--- src/rtl/ndt_pkg.sv ---
package ndt_pkg;

  // Table geometry
  localparam int TableDepth = 8;
  localparam int IdxW       = $clog2(TableDepth);
  localparam int CntW       = $clog2(TableDepth + 1);

  // Listing limits
  localparam int MaxResults = 8;
  localparam int LimW       = 4;
  localparam int ResW       = $clog2(MaxResults + 1);
  localparam int CmpW       = (CntW > ResW) ? CntW : ResW;

  // Field widths
  localparam int AddrW  = 48;
  localparam int DbmW   = 8;
  localparam int RecW   = 8;
  localparam int ModelW = 16;
  localparam int TimeW  = 32;

  // Configuration register map
  localparam int CfgIdxW  = 1;
  localparam int CfgDataW = 32;
  localparam logic [CfgIdxW-1:0] CfgMaxAge   = 1'b0;
  localparam logic [CfgIdxW-1:0] CfgHoldAges = 1'b1;

  localparam logic [TimeW-1:0] AgeReset = 32'd30000;

  // Item kinds
  localparam logic KindSight = 1'b0;
  localparam logic KindList  = 1'b1;

  typedef enum logic [2:0] {
    ST_IDLE,
    ST_FIND,
    ST_WRITE,
    ST_AGE,
    ST_SEL,
    ST_EMIT
  } ndt_state_e;

  // One stored table entry
  typedef struct packed {
    logic [AddrW-1:0]  addr;
    logic [DbmW-1:0]   dbm;
    logic [RecW-1:0]   rec_type;
    logic [ModelW-1:0] model;
    logic [TimeW-1:0]  seen_ms;
  } entry_t;

  // Incoming transaction
  typedef struct packed {
    logic              kind;
    logic [AddrW-1:0]  addr;
    logic [DbmW-1:0]   dbm;
    logic [RecW-1:0]   rec_type;
    logic [ModelW-1:0] model;
    logic [TimeW-1:0]  now_ms;
    logic [LimW-1:0]   max_count;
  } item_t;

  // Outgoing listed entry
  typedef struct packed {
    logic [AddrW-1:0]  addr;
    logic [DbmW-1:0]   dbm;
    logic [RecW-1:0]   rec_type;
    logic [ModelW-1:0] model;
    logic [TimeW-1:0]  age_ms;
    logic              last;
  } result_t;

  typedef struct packed {
    logic [TimeW-1:0] max_age_ms;
    logic             hold_ages;
  } cfg_t;

  // Sequencer to top level
  typedef struct packed {
    logic    busy;
    logic    res_valid;
    result_t res;
  } seq_status_t;

endpackage

--- src/rtl/ndt_ram.sv ---
module ndt_ram (
  input  logic                  clk_i,
  input  logic                  we_i,
  input  logic [ndt_pkg::IdxW-1:0] waddr_i,
  input  ndt_pkg::entry_t       wdata_i,
  input  logic                  re_i,
  input  logic [ndt_pkg::IdxW-1:0] raddr_i,
  output ndt_pkg::entry_t       rdata_o
);
  import ndt_pkg::*;

  entry_t mem [TableDepth];
  entry_t rdata_q;

  // Write port
  always_ff @(posedge clk_i) begin
    if (we_i) begin
      mem[waddr_i] <= wdata_i;
    end
  end

  // Registered read port
  always_ff @(posedge clk_i) begin
    if (re_i) begin
      rdata_q <= mem[raddr_i];
    end
  end

  assign rdata_o = rdata_q;

endmodule

--- src/rtl/ndt_seq.sv ---
module ndt_seq (
  input  logic                 clk_i,
  input  logic                 rst_ni,
  input  logic                 in_valid_i,
  input  ndt_pkg::item_t       item_i,
  input  ndt_pkg::cfg_t        cfg_i,
  input  logic                 res_ready_i,
  output ndt_pkg::seq_status_t status_o
);
  import ndt_pkg::*;

  ndt_state_e state_q, state_d;

  // Latched transaction
  item_t it_q, it_d;

  // Per-entry flags
  logic [TableDepth-1:0] valid_q, valid_d;
  logic [TableDepth-1:0] taken_q, taken_d;

  // Walk over the memory: issue counter and read-data tag
  logic [CntW-1:0] issue_q, issue_d;
  logic            rdv_q, rdv_d;
  logic [IdxW-1:0] rdi_q, rdi_d;

  // Sighting search results
  logic            match_hit_q, match_hit_d;
  logic [IdxW-1:0] match_idx_q, match_idx_d;
  logic            free_hit_q, free_hit_d;
  logic [IdxW-1:0] free_idx_q, free_idx_d;
  logic [IdxW-1:0] weak_idx_q, weak_idx_d;
  logic [DbmW-1:0] weak_dbm_q, weak_dbm_d;

  // Listing bookkeeping
  logic [CntW-1:0] keep_q, keep_d;
  logic [ResW-1:0] res_n_q, res_n_d;
  logic [ResW-1:0] emit_q, emit_d;
  logic            best_hit_q, best_hit_d;
  logic [IdxW-1:0] best_idx_q, best_idx_d;
  entry_t          best_q, best_d;

  // Memory interface
  logic            rd_en;
  logic [IdxW-1:0] raddr;
  entry_t          rdata;
  logic            we;
  logic [IdxW-1:0] waddr;
  entry_t          wdata;

  logic             walking;
  logic             walk_done;
  logic [TimeW-1:0] age;
  logic             res_last;
  logic [ResW-1:0]  lim_sat;

  ndt_ram u_ram (
    .clk_i   (clk_i),
    .we_i    (we),
    .waddr_i (waddr),
    .wdata_i (wdata),
    .re_i    (rd_en),
    .raddr_i (raddr),
    .rdata_o (rdata)
  );

  // Walk control: one read issued per cycle, read data tagged in the next cycle
  assign walking   = (state_q == ST_FIND) || (state_q == ST_AGE) || (state_q == ST_SEL);
  assign rd_en     = walking && (issue_q != CntW'(TableDepth));
  assign raddr     = issue_q[IdxW-1:0];
  assign walk_done = walking && (issue_q == CntW'(TableDepth)) && !rdv_q;

  assign age      = it_q.now_ms - rdata.seen_ms;
  assign res_last = (ResW'(emit_q + 1'b1) == res_n_q);
  assign lim_sat  = (it_d.max_count > LimW'(MaxResults)) ? ResW'(MaxResults)
                                                          : ResW'(it_d.max_count);

  // Write back the chosen slot of a sighting
  always_comb begin
    we    = (state_q == ST_WRITE);
    wdata = '{addr: it_q.addr, dbm: it_q.dbm, rec_type: it_q.rec_type,
              model: it_q.model, seen_ms: it_q.now_ms};
    priority if (match_hit_q) begin
      waddr = match_idx_q;
    end else if (free_hit_q) begin
      waddr = free_idx_q;
    end else begin
      waddr = weak_idx_q;
    end
  end

  // Next state and datapath
  always_comb begin
    state_d     = state_q;
    it_d        = it_q;
    valid_d     = valid_q;
    taken_d     = taken_q;
    issue_d     = rd_en ? CntW'(issue_q + 1'b1) : issue_q;
    rdv_d       = rd_en;
    rdi_d       = rd_en ? raddr : rdi_q;
    match_hit_d = match_hit_q;
    match_idx_d = match_idx_q;
    free_hit_d  = free_hit_q;
    free_idx_d  = free_idx_q;
    weak_idx_d  = weak_idx_q;
    weak_dbm_d  = weak_dbm_q;
    keep_d      = keep_q;
    res_n_d     = res_n_q;
    emit_d      = emit_q;
    best_hit_d  = best_hit_q;
    best_idx_d  = best_idx_q;
    best_d      = best_q;

    status_o.busy      = (state_q != ST_IDLE);
    status_o.res_valid = (state_q == ST_EMIT);
    status_o.res       = '{addr: best_q.addr, dbm: best_q.dbm, rec_type: best_q.rec_type,
                           model: best_q.model, age_ms: it_q.now_ms - best_q.seen_ms,
                           last: res_last};

    unique case (state_q)
      ST_IDLE: begin
        if (in_valid_i) begin
          it_d        = item_i;
          issue_d     = '0;
          match_hit_d = 1'b0;
          free_hit_d  = 1'b0;
          keep_d      = '0;
          res_n_d     = lim_sat;
          priority if (item_i.kind == KindSight) begin
            state_d = ST_FIND;
          end else if (item_i.max_count != '0) begin
            state_d = ST_AGE;
          end else begin
            state_d = ST_IDLE;
          end
        end
      end

      // Look for the address, the first free slot and the weakest slot
      ST_FIND: begin
        if (rdv_q) begin
          if (valid_q[rdi_q] && (rdata.addr == it_q.addr) && !match_hit_q) begin
            match_hit_d = 1'b1;
            match_idx_d = rdi_q;
          end
          if (!valid_q[rdi_q] && !free_hit_q) begin
            free_hit_d = 1'b1;
            free_idx_d = rdi_q;
          end
          if ((rdi_q == '0) || ($signed(rdata.dbm) < $signed(weak_dbm_q))) begin
            weak_idx_d = rdi_q;
            weak_dbm_d = rdata.dbm;
          end
        end
        if (walk_done) begin
          state_d = ST_WRITE;
        end
      end

      ST_WRITE: begin
        valid_d[waddr] = 1'b1;
        state_d        = ST_IDLE;
      end

      // Drop stale entries and count the ones that stay
      ST_AGE: begin
        if (rdv_q && valid_q[rdi_q]) begin
          if (!cfg_i.hold_ages && (age > cfg_i.max_age_ms)) begin
            valid_d[rdi_q] = 1'b0;
          end else begin
            keep_d = CntW'(keep_q + 1'b1);
          end
        end
        if (walk_done) begin
          if (CmpW'(keep_q) < CmpW'(res_n_q)) begin
            res_n_d = ResW'(keep_q);
          end
          issue_d    = '0;
          emit_d     = '0;
          taken_d    = '0;
          best_hit_d = 1'b0;
          if (keep_q == '0) begin
            state_d = ST_IDLE;
          end else begin
            state_d = ST_SEL;
          end
        end
      end

      // Pick the strongest untaken entry, lowest index on ties
      ST_SEL: begin
        if (rdv_q && valid_q[rdi_q] && !taken_q[rdi_q] &&
            (!best_hit_q || ($signed(rdata.dbm) > $signed(best_q.dbm)))) begin
          best_hit_d = 1'b1;
          best_idx_d = rdi_q;
          best_d     = rdata;
        end
        if (walk_done) begin
          state_d = ST_EMIT;
        end
      end

      // Hand the result over, then start the next pass or finish
      ST_EMIT: begin
        if (res_ready_i) begin
          taken_d[best_idx_q] = 1'b1;
          emit_d              = ResW'(emit_q + 1'b1);
          issue_d             = '0;
          best_hit_d          = 1'b0;
          state_d             = res_last ? ST_IDLE : ST_SEL;
        end
      end

      default: begin
        state_d = ST_IDLE;
      end
    endcase
  end

  // Control registers
  always_ff @(posedge clk_i or negedge rst_ni) begin
    if (!rst_ni) begin
      state_q     <= ST_IDLE;
      valid_q     <= '0;
      taken_q     <= '0;
      issue_q     <= '0;
      rdv_q       <= 1'b0;
      match_hit_q <= 1'b0;
      free_hit_q  <= 1'b0;
      best_hit_q  <= 1'b0;
      keep_q      <= '0;
      res_n_q     <= '0;
      emit_q      <= '0;
    end else begin
      state_q     <= state_d;
      valid_q     <= valid_d;
      taken_q     <= taken_d;
      issue_q     <= issue_d;
      rdv_q       <= rdv_d;
      match_hit_q <= match_hit_d;
      free_hit_q  <= free_hit_d;
      best_hit_q  <= best_hit_d;
      keep_q      <= keep_d;
      res_n_q     <= res_n_d;
      emit_q      <= emit_d;
    end
  end

  // Payload registers
  always_ff @(posedge clk_i) begin
    it_q        <= it_d;
    rdi_q       <= rdi_d;
    match_idx_q <= match_idx_d;
    free_idx_q  <= free_idx_d;
    weak_idx_q  <= weak_idx_d;
    weak_dbm_q  <= weak_dbm_d;
    best_idx_q  <= best_idx_d;
    best_q      <= best_d;
  end

endmodule

--- src/rtl/nearby_device_table.sv ---
// Table of up to TableDepth radio devices keyed by a 48-bit address, held in
// one synchronous memory that a sequencer walks one entry per cycle. A
// sighting (kind 0) refreshes the entry with the same address, else fills
// the lowest free entry, else replaces the weakest entry (lowest index on
// ties), and returns nothing. A list request (kind 1) with a nonzero
// max_count first walks the table once to drop entries older than
// max_age_ms (unless hold_ages is set), then emits up to min(max_count, 8)
// entries strongest first, lowest index on ties, the last one marked by
// last_entry. Every result needs a full selection walk over the memory read
// port, and the output side can stall the run. A list request with
// max_count 0 returns nothing and drops nothing. One item is worked on at a
// time; the finished result sits in an output register so a new item can
// be taken while it waits.
module nearby_device_table (
  input  logic                          clk_i,
  input  logic                          rst_ni,
  // Configuration write port
  input  logic                          cfg_we_i,
  input  logic [ndt_pkg::CfgIdxW-1:0]   cfg_idx_i,
  input  logic [ndt_pkg::CfgDataW-1:0]  cfg_data_i,
  // Input channel
  input  logic                          in_valid_i,
  output logic                          in_stall_o,
  input  logic                          kind_i,
  input  logic [ndt_pkg::AddrW-1:0]     dev_addr_i,
  input  logic signed [ndt_pkg::DbmW-1:0] signal_dbm_i,
  input  logic [ndt_pkg::RecW-1:0]      rec_type_i,
  input  logic [ndt_pkg::ModelW-1:0]    model_code_i,
  input  logic [ndt_pkg::TimeW-1:0]     now_ms_i,
  input  logic [ndt_pkg::LimW-1:0]      max_count_i,
  // Output channel
  output logic                          out_valid_o,
  input  logic                          out_stall_i,
  output logic [ndt_pkg::AddrW-1:0]     entry_addr_o,
  output logic signed [ndt_pkg::DbmW-1:0] entry_dbm_o,
  output logic [ndt_pkg::RecW-1:0]      entry_rec_type_o,
  output logic [ndt_pkg::ModelW-1:0]    entry_model_o,
  output logic [ndt_pkg::TimeW-1:0]     entry_age_ms_o,
  output logic                          last_entry_o
);
  import ndt_pkg::*;

  cfg_t        cfg_q, cfg_d;
  item_t       item;
  seq_status_t seq_st;
  logic        res_ready;
  logic        out_valid_q, out_valid_d;
  result_t     out_q;

  // Configuration registers
  always_comb begin
    cfg_d = cfg_q;
    if (cfg_we_i) begin
      unique case (cfg_idx_i)
        CfgMaxAge:   cfg_d.max_age_ms = cfg_data_i[TimeW-1:0];
        CfgHoldAges: cfg_d.hold_ages  = cfg_data_i[0];
        default:     cfg_d = cfg_q;
      endcase
    end
  end

  always_ff @(posedge clk_i or negedge rst_ni) begin
    if (!rst_ni) begin
      cfg_q <= '{max_age_ms: AgeReset, hold_ages: 1'b0};
    end else begin
      cfg_q <= cfg_d;
    end
  end

  // Pack the incoming transaction
  assign item = '{kind: kind_i, addr: dev_addr_i, dbm: signal_dbm_i,
                  rec_type: rec_type_i, model: model_code_i, now_ms: now_ms_i,
                  max_count: max_count_i};

  assign in_stall_o = seq_st.busy;

  ndt_seq u_seq (
    .clk_i       (clk_i),
    .rst_ni      (rst_ni),
    .in_valid_i  (in_valid_i),
    .item_i      (item),
    .cfg_i       (cfg_q),
    .res_ready_i (res_ready),
    .status_o    (seq_st)
  );

  // Output register: load when empty or draining
  assign res_ready = !out_valid_q || !out_stall_i;

  always_comb begin
    if (seq_st.res_valid && res_ready) begin
      out_valid_d = 1'b1;
    end else if (out_stall_i) begin
      out_valid_d = out_valid_q;
    end else begin
      out_valid_d = 1'b0;
    end
  end

  always_ff @(posedge clk_i or negedge rst_ni) begin
    if (!rst_ni) begin
      out_valid_q <= 1'b0;
    end else begin
      out_valid_q <= out_valid_d;
    end
  end

  always_ff @(posedge clk_i) begin
    if (seq_st.res_valid && res_ready) begin
      out_q <= seq_st.res;
    end
  end

  assign out_valid_o      = out_valid_q;
  assign entry_addr_o     = out_q.addr;
  assign entry_dbm_o      = out_q.dbm;
  assign entry_rec_type_o = out_q.rec_type;
  assign entry_model_o    = out_q.model;
  assign entry_age_ms_o   = out_q.age_ms;
  assign last_entry_o     = out_q.last;

  // A result offered by the sequencer holds until the output register takes it
  assert property (@(posedge clk_i) disable iff (!rst_ni)
    seq_st.res_valid && !res_ready |=> seq_st.res_valid && $stable(seq_st.res))
    else $error("sequencer result changed while waiting");

  // A list request asking for nothing leaves the block idle at once
  assert property (@(posedge clk_i) disable iff (!rst_ni)
    in_valid_i && !in_stall_o && (kind_i == KindList) && (max_count_i == '0)
    |=> !in_stall_o)
    else $error("zero-count list request kept the block busy");

  // While a result that is not the last waits, the run is still in progress
  assert property (@(posedge clk_i) disable iff (!rst_ni)
    out_valid_o && !last_entry_o |-> in_stall_o)
    else $error("block went idle before the last entry of a run");

endmodule
--- config.mk ---
export PLATFORM = sky130hd
export DESIGN_NAME = nearby_device_table
export DESIGN_NICKNAME = d
export VERILOG_FILES = /design/src/rtl/ndt_pkg.sv /design/src/rtl/ndt_ram.sv /design/src/rtl/ndt_seq.sv /design/src/rtl/nearby_device_table.sv
export SDC_FILE = /design/constraint.sdc
export NUM_CORES = 1
export LEC_CHECK = 0
export BUFFER_PORTS_ARGS = -buffer_cell sky130_fd_sc_hd__clkbuf_2
export CAP_MARGIN = 20
export CORE_AREA = 3 3 311 313
export CTS_CLUSTER_SIZE = 25
export DETAILED_ROUTE_END_ITERATION = 10
export DIE_AREA = 0 0 314 316
export HOLD_SLACK_MARGIN = 0.02
export PLACE_DENSITY_LB_ADDON = 0.2
export SLEW_MARGIN = 20
export SYNTH_ARGS = -nofsm -noshare
export SYNTH_HDL_FRONTEND = slang
export SYNTH_SLANG_ARGS = --single-unit
--- constraint.sdc ---
create_clock -name clk_i -period 13.05 [get_ports clk_i]
set_input_delay 0.6525 -clock clk_i [delete_from_list [all_inputs] [get_ports clk_i]]
set_output_delay 0.6525 -clock clk_i [all_outputs]
set_load 0.01 [all_outputs]
==> summary.log, run 1 <==
INFO  synth          postSynth.topFlopCell=sky130_fd_sc_hd__edfxtp_1
INFO  clock_network  clk_latency=0.75ns
INFO  route          drt_pre_antenna_iters=5
INFO  route          post_drt_via_cell_ratio=6.029
INFO  global_routing grt_util_all_layers=0.2453
INFO  clock_network  clock-sinks=1445
INFO  clock_network  cts_inserted_buffers=141
INFO  clock_network  clk_path_buf_depth=3
INFO  power          clkPwrFrac=0.281
INFO  route          met3_wirelength=7029µm
INFO  global_routing grt_max_degree=113
INFO  power          power.combinational.fraction=0.253
INFO  timing         worst_slew_pin_slew=1.071ns
INFO  power          power.sequential.fraction=0.466
INFO  timing         max_freq=188.4MHz
INFO  power          power.internal=9.720mW
INFO  status         run_status=complete, no violations
INFO  global_routing grt_antenna_before_repair=1
INFO  setup_path     required=13.65ns
INFO  floorplan      core-area=0.09459mm²
INFO  clock_network  clock_transition_at_the_registers_of_the_reported_paths=0.06ns
INFO  timing         final_period_minus_worst_setup_slack=5.308ns
INFO  route          antenna_violating_nets_post_route=0
INFO  synth          yosysSeqAreaShare=0.7631
INFO  place          dpl.hpwl=68970µm
INFO  floorplan      chipHeight=316µm
INFO  synth          synthesis.instances=2864
INFO  global_routing grt_first_pass_wirelength=178700µm
INFO  synth          mappedNetlistArea=0.05635mm²
INFO  global_routing globalRoute.totalOverflow=0
INFO  layout         layout-drive-gt1-share=0.2630
INFO  power          p_leak=21.98nW
INFO  power          netSwitchingFraction=0.2881
INFO  setup_path     timing.critical_path.arrival=5.91ns
INFO  job            max-cap-violations=0
INFO  layout         n_antenna_cell=0
INFO  power          p_per_area=213.9mW/mm²
INFO  route          route.vias.total=27.73k
INFO  timing         grt_setup_unrepaired=no
INFO  route          top_layer_used=met4
INFO  layout         most-common-layout-cells=sky130_fd_sc_hd__edfxtp_1 (1368), sky130_fd_sc_hd__clkbuf_2 (268), sky130_fd_sc_hd__mux4_2 (228)
INFO  synth          yosys_warnings=0
INFO  power          p_switching=3.934mW
INFO  synth          synth_cell_type_count=71
INFO  timing         slew-limit-headroom=0.2861
INFO  layout         layout_commonest_cell=sky130_fd_sc_hd__edfxtp_1
INFO  hold_path      worst_hold_startpoint=signal_dbm_i[4]
INFO  route          first_iter_violations=3056
INFO  place          placement.io_buffers=269
INFO  clock_network  cts_tree=yes
INFO  layout         final_area=0.06382mm²
INFO  place          placedInstanceArea=0.05935mm²
INFO  floorplan      dieArea=0.09922mm²
INFO  floorplan      num_rows=113
INFO  floorplan      start_util=0.5957
INFO  clock_network  post-cts-setup-buffers=0
INFO  clock_network  cts_max_level=4
INFO  synth          synth_edf_count=1368
INFO  timing         finalHoldViolCount=0
INFO  timing         fraction_of_the_cycle_the_final_worst_path_needs=0.4068
INFO  layout         area_growth_syn_to_layout=13.26%
INFO  setup_path     path_type_of_the_worst_setup_path=register to register
INFO  floorplan      num_io_pins=270
INFO  timing         finalMaxSlewViolations=0
INFO  place          gp_routability_congestion=0.9069
INFO  power          worst_ir_drop_vdd=0.1321mV
INFO  route          drcViolationCount=0
INFO  synth          synth_async_sr_flop_share=0.05052
INFO  setup_path     end_kind=register
INFO  timing         clock_skew=0.02665ns
INFO  hold_path      hold_path_class=primary input to register
INFO  synth          syn_avg_cell_area=19.67µm²
INFO  route          post_drt_wl_per_cell=25.97µm
INFO  synth          postSynthRegisterBits=1445
INFO  setup_path     worstReg2RegStart=u_seq.it_q[4]
INFO  clock_network  cts-root-buf=sky130_fd_sc_hd__clkbuf_16
INFO  floorplan      die-width=314µm
INFO  setup_path     worst_setup_path_startpoint=u_seq.it_q[4]
INFO  global_routing grt_pass1_vias=28.61k
INFO  setup_path     critPathMaxFanout=9
INFO  route          detailroute.wirelength.met2=60740µm
INFO  synth          synth_nets=3138
INFO  setup_path     startpoint_type=register
INFO  layout         finalNetCount=3502
INFO  route          wl=119500µm
INFO  timing         setup-tns-final=0ns
INFO  timing         report.final.setup_viol=0
INFO  route          wl_met1=48750µm
## power groups by stage
stage | registers (mW) | logic [mW] | clock network, mW
finish | 6.37 | 3.45 | 3.84
floorplan | 6.30 | 2.61 | 0
global route | 6.43 | 3.76 | 4.11
detailed placement | 6.46 | 3.46 | 0
CTS | 6.37 | 3.48 | 3.91
global placement | 6.42 | 3.38 | 0
## cells in the mapped netlist (7+ instances only)
cell type,count,area [µm²]
sky130_fd_sc_hd__mux4_2,228,5135
sky130_fd_sc_hd__clkbuf_1,56,210.2
sky130_fd_sc_hd__nand4_1,22,137.6
sky130_fd_sc_hd__nor3_1,15,75.07
sky130_fd_sc_hd__dfrtp_1,66,1652
sky130_fd_sc_hd__edfxtp_1,1368,41080
sky130_fd_sc_hd__o21bai_1,9,67.56
sky130_fd_sc_hd__a21o_1,40,300.3
sky130_fd_sc_hd__nor2_1,72,270.3
sky130_fd_sc_hd__xnor2_1,79,691.9
sky130_fd_sc_hd__buf_2,8,40.04
sky130_fd_sc_hd__nand3_1,31,155.2
sky130_fd_sc_hd__nor4_1,12,75.07
sky130_fd_sc_hd__mux2_2,122,1374
sky130_fd_sc_hd__inv_1,136,510.5
sky130_fd_sc_hd__buf_1,20,75.07
sky130_fd_sc_hd__ha_1,117,1464
sky130_fd_sc_hd__nand2_1,93,349.1
sky130_fd_sc_hd__mux2i_1,11,110.1
sky130_fd_sc_hd__dfstp_2,7,183.9
sky130_fd_sc_hd__xor2_1,32,280.3
sky130_fd_sc_hd__o21ai_0,83,415.4
sky130_fd_sc_hd__o21a_1,20,150.1
sky130_fd_sc_hd__nand2b_1,21,131.4
sky130_fd_sc_hd__a211oi_1,10,75.07
sky130_fd_sc_hd__o31ai_1,8,60.06
sky130_fd_sc_hd__nor2b_1,12,75.07
sky130_fd_sc_hd__a21oi_1,66,330.3
sky130_fd_sc_hd__a31oi_1,12,75.07
## flip-flops by register name (all words and copies together), names as in the netlist, 3 cells and up
register             count
cfg_q                   33
entry_addr_o            48
entry_age_ms_o          32
entry_dbm_o              8
entry_model_o           16
entry_rec_type_o         8
u_seq.best_idx_q         3
u_seq.best_q            32
u_seq.emit_q             4
u_seq.free_idx_q         3
u_seq.issue_q            4
u_seq.it_q             116
u_seq.keep_q             4
u_seq.match_idx_q        3
u_seq.rdi_q              3
u_seq.res_n_q            4
u_seq.state_q            3
u_seq.status_o          80
u_seq.taken_q            8
u_seq.u_ram.mem        896
u_seq.u_ram.rdata_o    112
u_seq.valid_q            8
u_seq.weak_dbm_q         8
u_seq.weak_idx_q         3
## metal layers
metal	vias up	global-route usage
met4	0	0.07657
met5	-	0
met2	993	0.4095
met3	191	0.03664
met1	14430	0.3404
li1	12120	-
## kinds of logic after synthesis
logic type | synth area share
xor+xnor | 0.01725
fa+ha+maj | 0.02669
compound gates | 0.03402
simple gates | 0.02658
buf+inv | 0.01492
mux | 0.1175
flops | 0.7631
## through the flow
step	setup WS [ns]	util	hold WS, ns	cells	power [mW]
floorplan	2.198	-	0.3569	2864	8.916
global placement	7.957	0.6273	0.4005	4344	9.794
detailed placement	7.786	0.6275	0.4045	4345	9.917
CTS	7.771	0.6735	0.02881	4595	13.76
global route	7.386	0.6747	0.05060	4600	14.30
finish	7.742	0.6747	0.08301	4600	13.65
## critical path, cell delays in order, from the launching register on
cell and delay [ns]:
sky130_fd_sc_hd__edfxtp_1 0.50, sky130_fd_sc_hd__inv_1 0.13, sky130_fd_sc_hd__ha_1 0.18, sky130_fd_sc_hd__inv_1 0.06
sky130_fd_sc_hd__fa_1 0.39, sky130_fd_sc_hd__a21o_1 0.22, sky130_fd_sc_hd__a221oi_4 0.33, sky130_fd_sc_hd__o221ai_2 0.21
sky130_fd_sc_hd__a2111o_1 0.47, sky130_fd_sc_hd__a31o_1 0.26, sky130_fd_sc_hd__a21boi_1 0.17, sky130_fd_sc_hd__o21bai_1 0.10
sky130_fd_sc_hd__xor2_1 0.16, sky130_fd_sc_hd__ha_1 0.28, sky130_fd_sc_hd__nand4_1 0.18, sky130_fd_sc_hd__or2_2 0.34
sky130_fd_sc_hd__o31ai_1 0.23, sky130_fd_sc_hd__o21a_1 0.27, sky130_fd_sc_hd__nor2_2 0.13, sky130_fd_sc_hd__o41ai_1 0.39
sky130_fd_sc_hd__o21ai_0 0.16
## final timing paths
path / to / slack (ns) / cells after the start
worst max register to register: u_seq.valid_q[6] / 7.74 / 20
worst min-delay path: u_seq.it_q[64] / 0.08 / 1
worst min register to register: entry_rec_type_o[5] / 0.40 / 0
min in group asynchronous: cfg_q[7] / 0.34 / 2
worst max-delay path: u_seq.valid_q[6] / 7.74 / 20
max in group asynchronous: u_seq.issue_q[2] / 12.07 / 3
## timing repair
action,CTS,global route
endpoints found under the hold margin,0,14
resized for setup,0,0
hold buffers,0,1
## final cells by class
class,count,area (µm²)
Sequential cell,1445,43010
Fill cell,5981,30770
Multi-Input combinational cell,1198,12610
Clock buffer,178,3761
Timing Repair Buffer,306,1752
Tap cell,1265,1583
Clock inverter,72,589.3
Inverter,136,520.5
(Power assumes the default switching activity.)
==> run 2: changes to the inputs <==
Clock period 13.05 ns to 5.4 ns, I/O delays scaled along.
==> run 2 against run 1 <==
  * Die area stayed put
  * Utilization grew 2.0 points
  * Clock skew decreased by 0.00096 ns
  * Combinational power rose by 150%
  * Routed wire length increased by 3.3%
  * Sequential share of layout area fell by 1.9 points
  * Register-to-register slack got worse by 7.4 ns
  * Clock power increased to 2.5 times the previous value
  * Clock-buffer cell count is the same
  * Sequential power is 140% higher
  * Hold slack improved by 0.11 ns
  * Non-clock buffer count grew 170
==> summary.log, run 2 (synthesized netlist as in run 1, its figures left out) <==
INFO  clock_network  clk_path_buf_depth=3 [unchanged]
INFO  power          p_per_area=511.7mW/mm² [+140%]
INFO  timing         slew-limit-headroom=0.2737 [-0.01241]
INFO  place          placement.io_buffers=269 [unchanged]
INFO  global_routing global_route.usage.met2=0.4253 [+0.01577]
INFO  power          p_leak=22.82nW [+3.8%]
INFO  floorplan      chipHeight=316µm [unchanged]
INFO  timing         final_period_minus_worst_setup_slack=5.107ns [-0.2013 ns]
INFO  clock_network  clock_transition_at_the_registers_of_the_reported_paths=0.06ns [about the same]
INFO  floorplan      start_util=0.5957 [unchanged]
INFO  setup_path     crit_chain=inv_1 > ha_1 > inv_1 > fa_1 > a21o_1 > a221oi_4 > o221ai_2 > a2111o_1 > a31o_1 > a21oi_2 > o31ai_1 > xor2_1 > ha_1 > nand4_1 > or2_2 > o31ai_1 > o21a_2 > nor2_4 > o41ai_1 > o21ai_0
INFO  route          drt_pre_antenna_iters=7 [+2]
INFO  layout         registers.top_by_ff_count=u_seq.u_ram.mem
INFO  setup_path     end_kind=register
INFO  layout         layout-drive-gt1-share=0.2558 [-0.007128]
INFO  layout         final_core_utilization=0.6948 [+0.02007]
INFO  clock_network  cts_max_level=4 [unchanged]
INFO  floorplan      num_io_pins=270 [unchanged]
INFO  power          worst_ir_drop_vdd=0.4200mV [+220%]
INFO  global_routing globalRoute.totalOverflow=0 [unchanged]
INFO  clock_network  clk_latency=0.74ns [about the same]
INFO  setup_path     register_to_register_path_setup_slack=0.29ns [-7.45 ns]
INFO  timing         worst_slew_pin_slew=1.089ns [+0.01861 ns]
INFO  job            max-cap-violations=0 [unchanged]
INFO  global_routing global_route.peak_usage_layer=met2
INFO  clock_network  cts-root-buf=sky130_fd_sc_hd__clkbuf_16
INFO  global_routing grt_first_pass_wirelength=184800µm [+3.4%]
INFO  setup_path     required=5.99ns [-7.66 ns]
INFO  timing         report.final.setup_viol=0 [unchanged]
INFO  global_routing grt.met1_usage=0.3470 [+0.006638]
INFO  power          totalPowerFinal=33.62mW [+150%]
INFO  layout         layout_commonest_cell=sky130_fd_sc_hd__edfxtp_1
INFO  place          dpl.hpwl=70730µm [+2.5%]
INFO  timing         finalMaxSlewViolations=0 [unchanged]
INFO  global_routing grt_antenna_before_repair=4 [+3]
INFO  layout         finalNetCount=3673 [+4.9%]
INFO  layout         max_ffs_per_register=896 [unchanged]
INFO  timing         setup-tns-final=0ns [unchanged]
INFO  global_routing grt_pass1_vias=29.74k [+4.0%]
INFO  timing         clock_skew=0.02570ns [-0.0009567 ns]
INFO  timing         post-route-worst-setup-slack=0.2928ns [-7.449 ns]
INFO  global_routing grt_util_all_layers=0.2535 [+0.008251]
INFO  hold_path      hold_path_class=primary input to register
INFO  layout         area_growth_syn_to_layout=16.63%
INFO  clock_network  cts_tree=yes
INFO  clock_network  cts_inserted_buffers=142 [+0.71%]
INFO  route          wl=123400µm [+3.3%]
INFO  setup_path     slowest_delay=0.46ns [-0.04 ns]
INFO  floorplan      die-width=314µm [unchanged]
INFO  route          post_drt_wl_per_cell=25.84µm [-0.49%]
INFO  floorplan      core-area=0.09459mm² [unchanged]
INFO  layout         n_fill_cell=5796 [-3.1%]
INFO  route          antenna_violating_nets_post_route=0 [unchanged]
INFO  clock_network  clock-sinks=1445 [unchanged]
INFO  timing         max_freq=195.8MHz [+3.9%]
INFO  timing         fin_worst_hold_slack=0.1975ns [+0.1145 ns]
INFO  route          drcViolationCount=0 [unchanged]
INFO  setup_path     startpoint_type=register
INFO  route          first_iter_violations=2632 [-14%]
INFO  setup_path     critPathMaxFanout=8 [-1]
INFO  status         run_status=complete, no violations
INFO  place          gp_routability_congestion=0.9132 [+0.69%]
INFO  global_routing gr-usage-met3=0.04385 [+0.007210]
INFO  setup_path     path_type_of_the_worst_setup_path=register to register
INFO  place          place_ws=0.2079ns [-7.578 ns]
INFO  timing         finalHoldViolCount=0 [unchanged]
INFO  setup_path     timing.critical_path.arrival=5.69ns [-0.22 ns]
INFO  global_routing grt_max_degree=144 [+27%]
INFO  layout         most-common-layout-cells=sky130_fd_sc_hd__edfxtp_1 (1368), sky130_fd_sc_hd__clkbuf_2 (268), sky130_fd_sc_hd__mux4_2 (228)
INFO  route          route.vias.total=28.62k [+3.2%]
INFO  setup_path     cp_slowest_cell=sky130_fd_sc_hd__edfxtp_1
INFO  floorplan      dieArea=0.09922mm² [unchanged]
INFO  route          post_drt_via_cell_ratio=5.992 [-0.62%]
INFO  floorplan      num_rows=113 [unchanged]
INFO  timing         fraction_of_the_cycle_the_final_worst_path_needs=0.9458 [+0.5390]
## run 2: routing by layer
metal  up-vias  part of all wire
li1      12500                 -
met1     14810              0.40
met5         -           0.00056
met4         4             0.025
met3       205             0.067
met2      1098              0.50
## run 2: worst paths after layout
path	startpoint	to	depth (start not counted)
min reg2reg	u_seq.status_o[88]	entry_addr_o[23]	0
max reg2reg	u_seq.it_q[4]	u_seq.valid_q[6]	20
max	u_seq.it_q[4]	u_seq.valid_q[6]	20
min	in_valid_i	u_seq.keep_q[0]	4
max in group asynchronous	rst_ni	u_seq.issue_q[1]	4
min in group asynchronous	rst_ni	cfg_q[6]	3
## run 2: report_power, final
part / switching (mW) / leakage [nW] / internal [mW]
Clock: 4.02 / 2.25 / 5.67
Combinational: 4.54 / 7.20 / 3.99
Sequential: 1.03 / 13.4 / 14.4
Total: 9.59 / 22.8 / 24.0
## run 2: final cells by class
| cell class | instances | area (µm²) | area share |
|---|---|---|---|
| Timing Repair Buffer | 476 | 3411 | 0.05190 |
| Multi-Input combinational cell | 1198 | 12610 | 0.1919 |
| Clock inverter | 77 | 738.2 | 0.01123 |
| Antenna cell | 1 | 2.502 | 0.00003808 |
| Inverter | 136 | 520.5 | 0.007920 |
| Sequential cell | 1445 | 43010 | 0.6544 |
| Clock buffer | 178 | 3846 | 0.05853 |
| Tap cell | 1265 | 1583 | 0.02409 |
## run 2: timing repair
item | CTS | global route
endpoints found under the hold margin | 220 | 9
setup endpoints to repair | 0 | 6
hold buffers | 160 | 3
resized for setup | 0 | 2
setup buffers | 0 | 3
## run 2: worst max-delay path: cells and delay by family, from the launching register on
kind | cells | cell delay [ns]
AOI/OAI and AO/OA | 11 | 2.74
xor gates and xnor gates | 1 | 0.16
adders and majority gates | 3 | 0.88
buffers and inverters | 2 | 0.18
DFF | 1 | 0.46
and+or+nand+nor | 3 | 0.54
## run 2: stage by stage
stage / instance area, µm² / instances
6_report: 65720 / 4776
5_1_grt: 65710 / 4775
4_1_cts: 65630 / 4768
3_5_place_dp: 59450 / 4353
3_3_place_gp: 59440 / 4352
2_1_floorplan: 56370 / 2864
